$ cat src/sv/krbc_pkg.sv
package krbc_pkg;

    localparam int unsigned KEY_MAX_DEF = 32;
    localparam int unsigned KEY_BYTES   = 32;
    localparam int unsigned KEY_WORDS   = 4;

    localparam logic [15:0] GEN_INIT   = 16'hAAAA;
    localparam logic [15:0] GEN_STEP   = 16'd16;
    localparam logic [5:0]  KEY_LEN_MIN = 6'd2;
    localparam logic [5:0]  KEY_LEN_RST = 6'd2;

    localparam logic [2:0] REG_KEY_LENGTH = 3'd0;
    localparam logic [2:0] REG_KEY_WORD_0 = 3'd1;
    localparam logic [2:0] REG_KEY_WORD_1 = 3'd2;
    localparam logic [2:0] REG_KEY_WORD_2 = 3'd3;
    localparam logic [2:0] REG_KEY_WORD_3 = 3'd4;

    typedef enum logic [1:0] {
        ST_IDLE,
        ST_MIX,
        ST_ROUND
    } krbc_state_t;

    function automatic logic [15:0] rotr16(input logic [15:0] v, input logic [3:0] n);
        logic [31:0] dbl;
        dbl = {v, v} >> n;
        return dbl[15:0];
    endfunction

endpackage

$ cat src/sv/krbc_round.sv
module krbc_round
    import krbc_pkg::*;
(
    input  logic [15:0] word_in,
    input  logic [3:0]  amount,
    output logic [15:0] word_out
);

    logic [15:0] rot_w;
    logic [15:0] swap_w;
    logic [15:0] rol_w;
    logic [15:0] mix_w;

    always_comb
    begin
        rot_w    = rotr16(word_in, amount);
        swap_w   = {rot_w[7:0], ~rot_w[15:8]};
        rol_w    = {swap_w[14:0], swap_w[15]};
        mix_w    = rol_w ^ GEN_INIT;
        word_out = {mix_w[15:8], mix_w[6:0], mix_w[7]};
    end

endmodule

$ cat src/sv/keyed_rotation_byte_cipher_unit.sv
// channel   | dir | tdata / tuser                      | accepted when
// s_axis    | in  | tdata[7:0] data_byte, tuser msg st | tvalid && tready
// m_axis    | out | tdata[7:0] out_byte                | tvalid && tready
// apb       | in  | 5 regs, 64-bit, byte addr 8*i      | psel && penable && pwrite
//
// After acceptance, an item takes one word-two mix step,
// then (word_two[4:1] + 1) passes through the shared round unit.
// s_axis_tready is high only while the sequencer is idle.
// Result sits in an output register; a new item may be taken meanwhile.
// A finished round stalls while the output register is still full.
// rst_n clears control state; key_length resets to 2, key words to 0.
module keyed_rotation_byte_cipher_unit
    import krbc_pkg::*;
#(
    parameter int unsigned KEY_MAX = KEY_MAX_DEF
)
(
    input  logic        clk,
    input  logic        rst_n,
    input  logic        s_axis_tvalid,
    output logic        s_axis_tready,
    input  logic [7:0]  s_axis_tdata,   // [7:0] data_byte
    input  logic        s_axis_tuser,   // [0] message_start
    output logic        m_axis_tvalid,
    input  logic        m_axis_tready,
    output logic [7:0]  m_axis_tdata,   // [7:0] out_byte
    input  logic        psel,
    input  logic        penable,
    input  logic        pwrite,
    input  logic [5:0]  paddr,
    input  logic [63:0] pwdata,
    output logic [63:0] prdata,
    output logic        pready
);

    localparam int unsigned KPOS_W = $clog2(KEY_MAX);
    localparam logic [5:0]  LEN_MAX = 6'(KEY_MAX);

    krbc_state_t state_reg, state_next;

    logic [5:0]        key_len_reg;
    logic [63:0]       key_word_reg [KEY_WORDS];
    logic [15:0]       w1_reg, w1_next;
    logic [15:0]       w2_reg, w2_next;
    logic [KPOS_W-1:0] kpos_reg, kpos_next;
    logic [4:0]        amt_reg, amt_next;
    logic [7:0]        data_reg, data_next;
    logic [7:0]        kb_reg, kb_next;
    logic              out_valid_reg, out_valid_next;
    logic [7:0]        out_byte_reg, out_byte_next;

    logic [5:0]        len_used;
    logic [255:0]      key_flat;
    logic              cfg_wr;
    logic [2:0]        cfg_idx;
    logic [15:0]       w1_eff;
    logic [15:0]       w2_eff;
    logic [KPOS_W-1:0] kpos_eff;
    logic [5:0]        kpos_inc;
    logic [15:0]       mix_t;
    logic [15:0]       mix_w2;
    logic [15:0]       round_w;
    logic              in_acc;
    logic              round_last;
    logic              out_load;

    assign pready  = 1'b1;
    assign cfg_wr  = psel && penable && pwrite;
    assign cfg_idx = paddr[5:3];

    always_comb
    begin
        case (cfg_idx)
            REG_KEY_LENGTH: prdata = {58'd0, key_len_reg};
            REG_KEY_WORD_0: prdata = key_word_reg[0];
            REG_KEY_WORD_1: prdata = key_word_reg[1];
            REG_KEY_WORD_2: prdata = key_word_reg[2];
            REG_KEY_WORD_3: prdata = key_word_reg[3];
            default:        prdata = 64'd0;
        endcase
    end

    always_ff @(posedge clk or negedge rst_n)
    begin
        if (!rst_n)
        begin
            key_len_reg <= KEY_LEN_RST;
            for (int i = 0; i < KEY_WORDS; i++)
            begin
                key_word_reg[i] <= 64'd0;
            end
        end
        else if (cfg_wr)
        begin
            case (cfg_idx)
                REG_KEY_LENGTH: key_len_reg     <= pwdata[5:0];
                REG_KEY_WORD_0: key_word_reg[0] <= pwdata;
                REG_KEY_WORD_1: key_word_reg[1] <= pwdata;
                REG_KEY_WORD_2: key_word_reg[2] <= pwdata;
                REG_KEY_WORD_3: key_word_reg[3] <= pwdata;
                default:        ;
            endcase
        end
    end

    always_comb
    begin
        if (key_len_reg < KEY_LEN_MIN)
        begin
            len_used = KEY_LEN_MIN;
        end
        else if (key_len_reg > LEN_MAX)
        begin
            len_used = LEN_MAX;
        end
        else
        begin
            len_used = key_len_reg;
        end
    end

    assign key_flat = {key_word_reg[3], key_word_reg[2], key_word_reg[1], key_word_reg[0]};

    assign s_axis_tready = (state_reg == ST_IDLE);
    assign in_acc        = s_axis_tvalid && s_axis_tready;

    // message start reloads the generator before the byte
    always_comb
    begin
        if (s_axis_tuser)
        begin
            w1_eff   = GEN_INIT;
            w2_eff   = key_flat[15:0] ^ {10'd0, len_used};
            kpos_eff = '0;
        end
        else
        begin
            w1_eff   = w1_reg;
            w2_eff   = w2_reg;
            kpos_eff = kpos_reg;
        end
        kpos_inc = 6'(kpos_eff) + 6'd1;
    end

    always_comb
    begin
        mix_t  = {w2_reg[15:8], w2_reg[7:0] ^ w2_reg[15:8]};
        mix_w2 = (rotr16(mix_t, mix_t[3:0]) ^ w1_reg) + GEN_STEP;
    end

    krbc_round u_round
    (
        .word_in  (w1_reg),
        .amount   (amt_reg[3:0]),
        .word_out (round_w)
    );

    assign round_last = (amt_reg == 5'd1);
    assign out_load   = (state_reg == ST_ROUND) && round_last
                        && (!out_valid_reg || m_axis_tready);

    always_comb
    begin
        state_next     = state_reg;
        w1_next        = w1_reg;
        w2_next        = w2_reg;
        kpos_next      = kpos_reg;
        amt_next       = amt_reg;
        data_next      = data_reg;
        kb_next        = kb_reg;
        out_byte_next  = out_byte_reg;
        out_valid_next = out_valid_reg;

        if (m_axis_tready)
        begin
            out_valid_next = 1'b0;
        end

        case (state_reg)
            ST_IDLE:
            begin
                if (in_acc)
                begin
                    w1_next   = w1_eff;
                    w2_next   = w2_eff;
                    data_next = s_axis_tdata;
                    kb_next   = key_flat[{3'd0, 5'(kpos_eff)} * 8 +: 8];
                    if (kpos_inc >= len_used)
                    begin
                        kpos_next = '0;
                    end
                    else
                    begin
                        kpos_next = kpos_inc[KPOS_W-1:0];
                    end
                    state_next = ST_MIX;
                end
            end
            ST_MIX:
            begin
                w2_next    = mix_w2;
                amt_next   = {mix_w2[4:1], 1'b1};
                state_next = ST_ROUND;
            end
            ST_ROUND:
            begin
                if (!round_last)
                begin
                    w1_next  = round_w;
                    amt_next = amt_reg - 5'd2;
                end
                else if (out_load)
                begin
                    w1_next        = round_w;
                    out_byte_next  = data_reg ^ kb_reg ^ round_w[7:0];
                    out_valid_next = 1'b1;
                    state_next     = ST_IDLE;
                end
            end
            default:
            begin
                state_next = ST_IDLE;
            end
        endcase
    end

    always_ff @(posedge clk or negedge rst_n)
    begin
        if (!rst_n)
        begin
            state_reg     <= ST_IDLE;
            w1_reg        <= GEN_INIT;
            w2_reg        <= 16'd0;
            kpos_reg      <= '0;
            amt_reg       <= 5'd1;
            out_valid_reg <= 1'b0;
        end
        else
        begin
            state_reg     <= state_next;
            w1_reg        <= w1_next;
            w2_reg        <= w2_next;
            kpos_reg      <= kpos_next;
            amt_reg       <= amt_next;
            out_valid_reg <= out_valid_next;
        end
    end

    always_ff @(posedge clk)
    begin
        data_reg     <= data_next;
        kb_reg       <= kb_next;
        out_byte_reg <= out_byte_next;
    end

    assign m_axis_tvalid = out_valid_reg;
    assign m_axis_tdata  = out_byte_reg;

    a_acc_to_mix: assert property (@(posedge clk) disable iff (!rst_n)
        in_acc |=> state_reg == ST_MIX)
        else $error("accepted item did not enter mix");

    a_mix_to_round: assert property (@(posedge clk) disable iff (!rst_n)
        state_reg == ST_MIX |=> state_reg == ST_ROUND)
        else $error("mix not followed by rounds");

    a_amt_odd: assert property (@(posedge clk) disable iff (!rst_n)
        state_reg == ST_ROUND |-> amt_reg[0])
        else $error("round amount lost odd parity");

    a_out_from_round: assert property (@(posedge clk) disable iff (!rst_n)
        $rose(out_valid_reg) |-> $past(state_reg) == ST_ROUND && $past(round_last))
        else $error("result loaded outside final round");

    a_stall_holds: assert property (@(posedge clk) disable iff (!rst_n)
        state_reg == ST_ROUND && round_last && out_valid_reg && !m_axis_tready
        |=> state_reg == ST_ROUND && $stable(w1_reg))
        else $error("final round advanced into a full output register");

endmodule

$ cat config.mk
export PLATFORM = sky130hd
export DESIGN_NAME = keyed_rotation_byte_cipher_unit
export DESIGN_NICKNAME = d
export VERILOG_FILES = /design/src/sv/krbc_pkg.sv /design/src/sv/krbc_round.sv /design/src/sv/keyed_rotation_byte_cipher_unit.sv
export SDC_FILE = /design/constraint.sdc
export NUM_CORES = 1
export LEC_CHECK = 0
export ABC_CLOCK_PERIOD_IN_PS = 4700
export BUFFER_PORTS_ARGS = -buffer_cell sky130_fd_sc_hd__buf_2
export CAP_MARGIN = 10
export CORE_MARGIN = 2
export CORE_UTILIZATION = 35
export DETAILED_ROUTE_END_ITERATION = 16
export PLACE_DENSITY = 0.57
export SYNTH_ARGS = -nofsm -noshare
export SYNTH_HDL_FRONTEND = slang
export SYNTH_SLANG_ARGS = --single-unit
$ cat constraint.sdc
create_clock -name clk -period 4.7 [get_ports clk]
set_input_delay 0 -clock clk [delete_from_list [all_inputs] [get_ports clk]]
set_output_delay 0 -clock clk [all_outputs]
set_load 0.005 [all_outputs]
==> qor.csv, run 1 <==
metric,value,unit
IO Port Bufs,156,
Placed Area,0.02027,mm²
largest net degree at the start of global routing,127,
die footprint,0.05569,mm²
Post-Syn Nets,1809,
WL per Instance,22.90,µm
setup TNS,0,ns
Slew HR,22.16,%
Mapped Area,0.01884,mm²
detailed-route wire length,59.46,mm
Die W,236.0,µm
Synth cell types,71,
Detailed Routing Iterations Pass 1,5,
Worst Skew,0.01340,ns
"Hold Vio Cnt, Final",0,
share of cells above drive strength 1,32.16,%
Critical Path RT,5.15,ns
DRC errors left,0,
NumNets Final,1969,
YS warnings,0,
vias per cell,5.705,
Clock Path Buffers,3,
VDD IR-drop max,0.3070,mV
"commonest non-fill, non-tap cells in the layout","dfrtp_1, mux2_2, nand2_1",
all-layer global routing usage,21.34,%
initial antenna violation count,5,
Pleak,9.378,nW
Final Wtd Congestion,0.8803,
achievable frequency,255.1,MHz
WS Path Type,flop to flop,
total CTS buffers,38,
remaining antenna violation count,0,
CTS Root Buffer Type,clkbuf_16,
Synth area leaders,"dfrtp_1, mux2_2, mux4_2, a22oi_1, nand2_1",
R2R Path End,w2_reg[13],
Post-synth EDFFs,24,
vias in the first global route,15230,
synthesized area per cell,10.99,µm²
CP Capture Type,flop,
maxcap violations,0,
pwr dens,355.3,mW/mm²
Sink Count,331,
# setup viols final,0,
sequential fraction of the synthesis area,44.68,%
max-slew violation count,0,
Worst EP arrival,4.37,ns
Std-Cell Rows,85,
final instance area,0.02222,mm²
Cells after Synth,1714,
min cycle time layout,3.920,ns
H-tree Lvls,2,
flop2flop setup slack,0.78,ns
final setup margin,0.7799,ns
antenna diode count,0,
Die Y,236.0,µm
CP Launch Type,flop,
ys flop type,dfrtp_1,
Synth area leader,dfrtp_1,
Worst Path Max Fanout,18,
Post-synth ARST share,92.75,%
Largest register FFs,256,
clk_lat worst skew,0.56,ns
RSZ-0062 raised after global routing,no,
Initial Util,35.21,%
run status,finished clean,
"commonest non-fill, non-tap cell in the layout",dfrtp_1,
HP Class,input port to async pin,
CTS tree,yes,
worst hold slack,0.02429,ns
Post-DP HPWL,40.54,mm
first-pass GRT wire length,92.50,mm
io pins,161,
part of the cycle the worst path needs,83.41,%
core area,0.05350,mm²
Layout area overhead,17.93,%
Reg-to-Reg Start,w2_reg[0],
DR vias,14810,
"Setup Fix Bufs, Post-CTS",0,
# resized after CTS,0,
Clock transition at path regs,0.06,ns
DRT iter0 DRCs,1123,
Place WS,0.8226,ns
reg2reg path depth,9,
Worst Max-Slew Pin Slew,1.168,ns
Synth Register Bits,331,
GR Overflow Total,0,
share of the synthesized area in the top cell type,39.46,%
-- cell usage after synthesis, types with 11 or more instances --
library cell and instances:
xor2_1 20, nor2_1 106, mux4_2 58, a211oi_1 11, mux2i_1 34, o22ai_1 12, clkbuf_1 116, nand3_1 12
nor4_1 11, xnor2_1 28, inv_1 15, dfrtp_1 297, a21oi_1 30, mux2_2 280, edfxtp_1 24, o21ai_0 117
o211ai_1 38, a22oi_1 132, nand2_1 199, buf_1 13
-- logic make-up after synthesis --
kind of cell    after synthesis  synth area share [%]
fa+ha+maj                    10                0.6510
flops                       331                 44.68
mux                         374                 25.76
xor+xnor                     51                 2.551
other cells                   1               0.01991
simple gates                403                 9.399
buf+inv                     159                 3.388
compound gates              385                 13.56
-- final cells by class --
type	count	area, µm²
clock buffers	57	1104
clock inverters	9	100.1
fillers	5114	31280
inverters	16	60.06
multi-input cells	1224	9844
flip-flops and latches	331	8419
well taps	696	870.8
repair buffers	263	1817
-- report_power, final --
group | internal (mW) | total, mW | switching, mW
combinational | 0.686 | 1.25 | 0.566
clock | 1.73 | 2.93 | 1.20
sequential | 3.33 | 3.71 | 0.382
total | 5.74 | 7.89 | 2.15
-- critical path, stage by stage (launching register included) --
cell and delay [ns]:
dfrtp_1 0.66, xor2_4 0.27, buf_4 0.31, mux2i_1 0.46
o22ai_1 0.18, o211ai_1 0.20, nand4_1 0.24, or4b_1 0.71
or4_1 0.56, a31o_1 0.23
-- worst max path at each step --
stage / startpoint / end / slack, ns / cells after the start
floorplan: w2_reg[0] / w2_reg[13] / 1.24 / 10
global placement: w2_reg[0] / w2_reg[13] / 0.86 / 9
detailed placement: w2_reg[0] / w2_reg[13] / 0.82 / 9
CTS: w2_reg[0] / w2_reg[13] / 0.82 / 9
global route: w2_reg[0] / w2_reg[12] / 0.61 / 10
finish: w2_reg[0] / w2_reg[13] / 0.78 / 9
-- metrics by stage --
stage          total power, mW  util, %  cells
4_1_cts                  7.957    41.53   2596
2_1_floorplan            4.393        -   1714
5_1_grt                  8.244    41.53   2596
3_5_place_dp             4.957    37.89   2456
6_report                 7.892    41.53   2596
3_3_place_gp             4.894    37.89   2456
-- what timing repair did --
action,in CTS,in global routing
endpoints found under the hold margin,355,0
endpoints found under the setup margin,0,0
hold buffers,74,0
-- metal layers --
| metal | GRT usage [%] | vias to the layer above | part of all wire, % |
|---|---|---|---|
| li1 | - | 6662 | - |
| met5 | 0 | - | 0.064 |
| met3 | 3.628 | 100 | 5.9 |
| met4 | 7.277 | 6 | 2.7 |
| met1 | 27.88 | 7580 | 43 |
| met2 | 35.84 | 462 | 49 |
Power figures use the tool's default switching activity.
==> run 2: changes to the inputs <==
--- a/config.mk
+++ b/config.mk
@@ -5,13 +5,14 @@
 export SDC_FILE = /design/constraint.sdc
 export NUM_CORES = 1
 export LEC_CHECK = 0
-export ABC_CLOCK_PERIOD_IN_PS = 4700
+export ABC_AREA = 1
+export ABC_CLOCK_PERIOD_IN_PS = 3300
 export BUFFER_PORTS_ARGS = -buffer_cell sky130_fd_sc_hd__buf_2
 export CAP_MARGIN = 10
 export CORE_MARGIN = 2
 export CORE_UTILIZATION = 35
 export DETAILED_ROUTE_END_ITERATION = 16
-export PLACE_DENSITY = 0.57
+export PLACE_DENSITY = 0.58
 export SYNTH_ARGS = -nofsm -noshare
 export SYNTH_HDL_FRONTEND = slang
 export SYNTH_SLANG_ARGS = --single-unit
==> constraint.sdc (replaced) <==
create_clock -name clk -period 3.3 [get_ports clk]
set_input_delay 0 -clock clk [delete_from_list [all_inputs] [get_ports clk]]
set_output_delay 0 -clock clk [all_outputs]
set_load 0.005 [all_outputs]
==> qor.csv, run 2 <==
metric,value,unit,change
reg2reg path depth,7,,-2
crit path to,kb_reg[0],,
Critical Path RT,3.69,ns,-1.46 ns
Internal Power,8.279,mW,+44%
io pins,161,,unchanged
pwr dens,518.3,mW/mm²,+46%
DRT iter0 DRCs,2137,,+90%
Crit path max-delay family,compound AO/OA/AOI/OAI gates,,
Post-synth EDFFs,24,,unchanged
Net Sw Frac,29.88,%,+2.6 points
CP peak stage delay,0.68,ns,-0.03 ns
synthesized area per cell,7.681,µm²,-30%
Cells after Synth,2487,,+45%
worst hold slack,0.09201,ns,+0.06771 ns
setup TNS,0,ns,unchanged
max-slew violation count,0,,unchanged
DR vias,18970,,+28%
DRC errors left,0,,unchanged
total CTS buffers,39,,+2.6%
CP Capture Type,flop,,
die footprint,0.05646,mm²,+1.4%
final setup margin,0.4093,ns,-0.3706 ns
Synth area leader,dfrtp_1,,
vias per cell,5.618,,-1.5%
Die W,237.6,µm,+0.69%
sequential fraction of the synthesis area,44.06,%,-0.62 points
Final Wtd Congestion,0.9514,,+8.1%
WL per Instance,21.67,µm,-5.4%
first-pass GRT wire length,111.0,mm,+20%
Pleak,10.71,nW,+14%
XOR/XNOR Fraction of Synth Area,1.330,%,-1.2 points
Synth Register Bits,331,,unchanged
remaining antenna violation count,0,,unchanged
worst setup path startpoint,kpos_reg[0],,
RSZ-0062 raised after global routing,no,,
clk_lat worst skew,0.57,ns,about the same
part of the cycle the worst path needs,87.60,%,+4.2 points
Flop pwr share,44.2,%,-2.8 points
IO Port Bufs,156,,unchanged
"commonest non-fill, non-tap cells in the layout","nand2_1, o21ai_0, dfrtp_1",,
Worst Path Max Fanout,54,,+36
worst-path cell chain,"inv_1, nor2_4, buf_4, nor2_1, o311ai_0, nand3_1, a31oi_1",,
"Setup Fix Bufs, Post-CTS",0,,unchanged
# resized after CTS,0,,unchanged
Logic pwr share,16.5,%,+0.6 points
Worst Max-Slew Pin Slew,0.9996,ns,-0.1679 ns
Post-DP HPWL,51.53,mm,+27%
clock power share,39.3,%,+2.2 points
Reg-to-Reg Start,kpos_reg[0],,
"commonest non-fill, non-tap cell in the layout",nand2_1,,
VDD IR-drop max,0.3928,mV,+28%
largest net degree at the start of global routing,107,,-16%
run status,finished clean,,
Synth top cells by count,"nand2_1, o21ai_0, dfrtp_1",,
Layout area overhead,19.24,%,
CTS Root Buffer Type,clkbuf_16,,
min cycle time layout,2.891,ns,-1.029 ns
GR Overflow Total,0,,unchanged
R2R Path End,kb_reg[0],,
Synth area leaders,"dfrtp_1, nand2_1, o21ai_0, nand3_1, inv_1",,
YS warnings,0,,unchanged
H-tree Lvls,2,,unchanged
final core occ,42.24,%,+0.72 points
share of the synthesized area in the top cell type,38.91,%,-0.55 points
Die Y,237.6,µm,+0.69%
"Hold Vio Cnt, Final",0,,unchanged
Std-Cell Rows,85,,unchanged
all-layer global routing usage,25.65,%,+4.3 points
flop2flop setup slack,0.41,ns,-0.37 ns
initial antenna violation count,0,,-5
maxcap violations,0,,unchanged
Largest register FFs,256,,unchanged
Post-synth ARST share,92.75,%,unchanged
Synth Area in Adders,0.5895,%,-0.061 points
Worst Skew,0.01871,ns,+0.005312 ns
ys flop type,dfrtp_1,,
most common cell in the netlist,nand2_1,,
share of cells above drive strength 1,13.73,%,-18 points
Stages on worst setup path,7,,-2
post-synthesis mux area share,1.886,%,-24 points
Synth cell types,49,,-31%
CP Launch Type,flop,,
CTS tree,yes,,
Sink Count,331,,unchanged
"Slowest-stage cell, CP",o311ai_0,,
simple-gate portion of the synthesized area,24.77,%,+15 points
detailed-route wire length,73.17,mm,+23%
Post-Syn Nets,2582,,+43%
vias in the first global route,17960,,+18%
largest family of logic cells by synthesized area,simple AND/OR/NAND/NOR gates,,
Clock Path Buffers,3,,unchanged
# fillers,5441,,+6.4%
Synth Area in Compound Gates,18.98,%,+5.4 points
core area,0.05392,mm²,+0.80%
Detailed Routing Iterations Pass 1,9,,+4
Mapped Area,0.01910,mm²,+1.4%
HP Class,input port to async pin,,
Slew HR,33.36,%,+11 points
WS Path Type,flop to flop,,
Bufs and invs on worst path,2,,+1
Worst EP arrival,3.28,ns,-1.09 ns
Place WS,0.4609,ns,-0.3618 ns
Initial Util,35.43,%,+0.21 points
Clock transition at path regs,0.06,ns,about the same
NumNets Final,2744,,+39%
P_sw,3.528,mW,+64%
# setup viols final,0,,unchanged
achievable frequency,345.9,MHz,+36%
-- run 2: final cells by class --
type	instances	area, µm²	share of cell area, %
multi-input combinational	1754	9146	40.15
timing repair buffer	290	2110	9.261
tap	696	870.8	3.823
clock inverter	17	249.0	1.093
sequential	331	8416	36.95
inverter	233	877.1	3.851
antenna	1	2.502	0.01099
clock buffer	55	1107	4.861
-- run 2: logic make-up (layout without fill, tap and decap cells) --
kind of cell               Yosys count  in the layout
buffers and inverters              402            595
other                                1              2
and+or+nand+nor                   1085           1085
muxes                               36             36
DFF                                331            331
adders and majority gates            9              9
AOI/OAI and AO/OA                  594            594
xor gates and xnor gates            29             29
-- run 2: routing by layer --
layer,global-route usage [%],routed length [µm]
met1,34.83,31020
met2,41.10,33770
met3,3.565,5075
met4,10.75,3303
met5,0,0
-- run 2: through the flow --
step	cells	instance area, µm²	power, mW
after floorplan	2487	19100	6.221
after global placement	3229	20670	7.059
after detailed placement	3229	20670	7.125
after CTS	3376	22780	11.85
after global routing	3376	22780	12.35
final	3377	22780	11.81
-- run 2: worst min path at each step --
stage               endpoint  slack (ns)  cells after the start
6_report           w1_reg[8]        0.09                      2
5_1_grt          data_reg[6]        0.15                      2
4_1_cts        m_axis_tvalid        0.13                      2
3_5_place_dp   m_axis_tvalid        0.13                      1
3_3_place_gp   m_axis_tvalid        0.12                      1
2_1_floorplan     amt_reg[1]       -0.30                      0
-- run 2: worst register-to-register path: cells and delay by family (launching register included) --
family	cells	cell delay, ns
buffers and inverters	2	0.69
and+or+nand+nor	3	0.63
DFF	1	0.44
AOI/OAI and AO/OA	2	0.97
-- run 2: repair_timing --
item / 4_1_cts / 5_1_grt
hold buffers: 75 / 0
endpoints found under the setup margin: 0 / 0
endpoints found under the hold margin: 375 / 0
-- run 2: power by group through the flow --
stage	clock (mW)	sequential, mW	combinational [mW]
2_1_floorplan	0	5.09	1.13
3_5_place_dp	0	5.26	1.86
5_1_grt	4.89	5.29	2.18
4_1_cts	4.71	5.20	1.94
6_report	4.64	5.22	1.95
3_3_place_gp	0	5.25	1.81
==> run 3: changes to the inputs <==
--- a/config.mk
+++ b/config.mk
@@ -11,6 +11,7 @@
 export CAP_MARGIN = 10
 export CORE_MARGIN = 2
 export CORE_UTILIZATION = 35
+export CTS_BUF_LIST = sky130_fd_sc_hd__clkbuf_2
 export DETAILED_ROUTE_END_ITERATION = 16
 export PLACE_DENSITY = 0.58
 export SYNTH_ARGS = -nofsm -noshare
==> qor.csv, run 3 (synthesized netlist as in run 2, its figures left out) <==
metric,value,unit,change
die footprint,0.05646,mm²,unchanged
VDD IR-drop max,0.2363,mV,-40%
HP Class,input port to async pin,,
Worst EP arrival,3.86,ns,+0.58 ns
all-layer global routing usage,26.26,%,+0.62 points
detailed-route wire length,74.57,mm,+1.9%
"Setup Fix Bufs, Post-CTS",0,,unchanged
Clock transition at path regs,0.11,ns,+0.05 ns
max-slew violation count,0,,unchanged
Detailed Routing Iterations Pass 1,6,,-3
RSZ-0062 raised after global routing,no,,
Die Y,237.6,µm,unchanged
WL per Instance,20.93,µm,-3.4%
H-tree Lvls,3,,+1
CTS Root Buffer Type,clkbuf_2,,
Worst Path Max Fanout,18,,-67%
share of cells above drive strength 1,15.96,%,+2.2 points
DRT iter0 DRCs,1948,,-8.8%
Post-DP HPWL,51.53,mm,unchanged
Slew HR,37.41,%,+4.0 points
# setup viols final,0,,unchanged
setup TNS,0,ns,unchanged
"non-filler cells, final",3562,,+5.5%
Critical Path RT,4.21,ns,+0.52 ns
Worst Skew,0.1019,ns,+0.08321 ns
Sink Count,331,,unchanged
Layout area overhead,21.39,%,
GR Overflow Total,0,,unchanged
vias in the first global route,18930,,+5.4%
total CTS buffers,92,,+140%
pwr dens,441.6,mW/mm²,-15%
"commonest non-fill, non-tap cells in the layout","nand2_1, o21ai_0, dfrtp_1",,
largest net degree at the start of global routing,102,,-4.7%
DRC errors left,0,,unchanged
CP Launch Type,flop,,
core area,0.05392,mm²,unchanged
Std-Cell Rows,85,,unchanged
IO Port Bufs,156,,unchanged
achievable frequency,339.4,MHz,-1.9%
remaining antenna violation count,0,,unchanged
clk_lat worst skew,1.11,ns,+0.54 ns
Die W,237.6,µm,unchanged
first-pass GRT wire length,113.6,mm,+2.4%
"commonest non-fill, non-tap cell in the layout",nand2_1,,
Cell Count Post-Placement,3229,,unchanged
CTS Hold Buffers Added,170,,+130%
min cycle time layout,2.946,ns,+0.05534 ns
Clock Path Buffers,3,,unchanged
Final Wtd Congestion,0.9514,,unchanged
Initial Util,35.43,%,unchanged
"Hold Vio Cnt, Final",0,,unchanged
# fillers,5485,,+0.81%
WS Path Type,flop to flop,,
run status,finished clean,,
Largest register FFs,256,,unchanged
part of the cycle the worst path needs,89.28,%,+1.7 points
maxcap violations,0,,unchanged
CTS tree,yes,,
NumNets Final,2892,,+5.4%
CP Capture Type,flop,,
initial antenna violation count,1,,+1
DR vias,19780,,+4.2%
Pleak,11.07,nW,+3.4%
vias per cell,5.552,,-1.2%
io pins,161,,unchanged
Worst Max-Slew Pin Slew,0.9379,ns,-0.06174 ns
# resized after CTS,0,,unchanged
## run 3: worst paths after layout
kind	start	to	slack [ns]	cells after the start
max in group asynchronous	rst_n	key_flat[117]	2.57	4
min	rst_n	key_flat[164]	0.14	4
min reg2reg	key_flat[237]	key_flat[237]	0.49	2
max	w2_reg[10]	w2_reg[8]	0.35	13
min in group clk	s_axis_tdata[2]	data_reg[2]	0.18	3
max reg2reg	w2_reg[10]	w2_reg[8]	0.35	13
## run 3: layout make-up
type | instances | area, µm² | share of cell area [%]
timing repair buffer | 385 | 3078 | 13.27
multi-input combinational | 1754 | 9146 | 39.44
clock buffer | 137 | 685.7 | 2.957
clock inverter | 24 | 110.1 | 0.4748
tap | 696 | 870.8 | 3.755
inverter | 233 | 877.1 | 3.782
sequential | 331 | 8416 | 36.29
antenna | 2 | 5.005 | 0.02158
## run 3: worst max-delay path, stage by stage, from the launching register on
cell and delay (ns):
dfrtp_1 0.45, inv_2 0.11, nand2_1 0.05, nand2_1 0.40, buf_4 0.33, nand3_1 0.13
nand3_1 0.11, nand3_1 0.09, nand2_2 0.10, ha_1 0.23, nand3_2 0.12, xor2_1 0.16
o21ai_0 0.29, o21ai_0 0.15
## run 3: routing by layer
layer  vias to the layer above  wire length [µm]  track usage [%]
met4                         0              3226            12.58
met2                       968             34550            42.30
met1                      9515             31090            34.60
li1                       9136                 -                -
met5                         -                 0                0
met3                       159              5711            4.088
## run 3: power by group
part | switching [mW] | internal, mW
sequential | 0.516 | 4.69
combinational | 1.21 | 0.844
clock | 1.86 | 1.11
## run 3: metrics by stage
stage                     setup WS (ns)  cell area, µm²  utilization [%]  total power, mW  hold WS (ns)
after floorplan                  0.6860           19100                -            6.221       -0.2956
after global placement           0.4961           20670            38.33            7.059        0.1190
after detailed placement         0.4609           20670            38.33            7.125        0.1299
after CTS                        0.3795           23180            43.00            10.28       0.04913
after global routing             0.1178           23190            43.00            10.82        0.1362
final                            0.3539           23190            43.00            10.24        0.1411
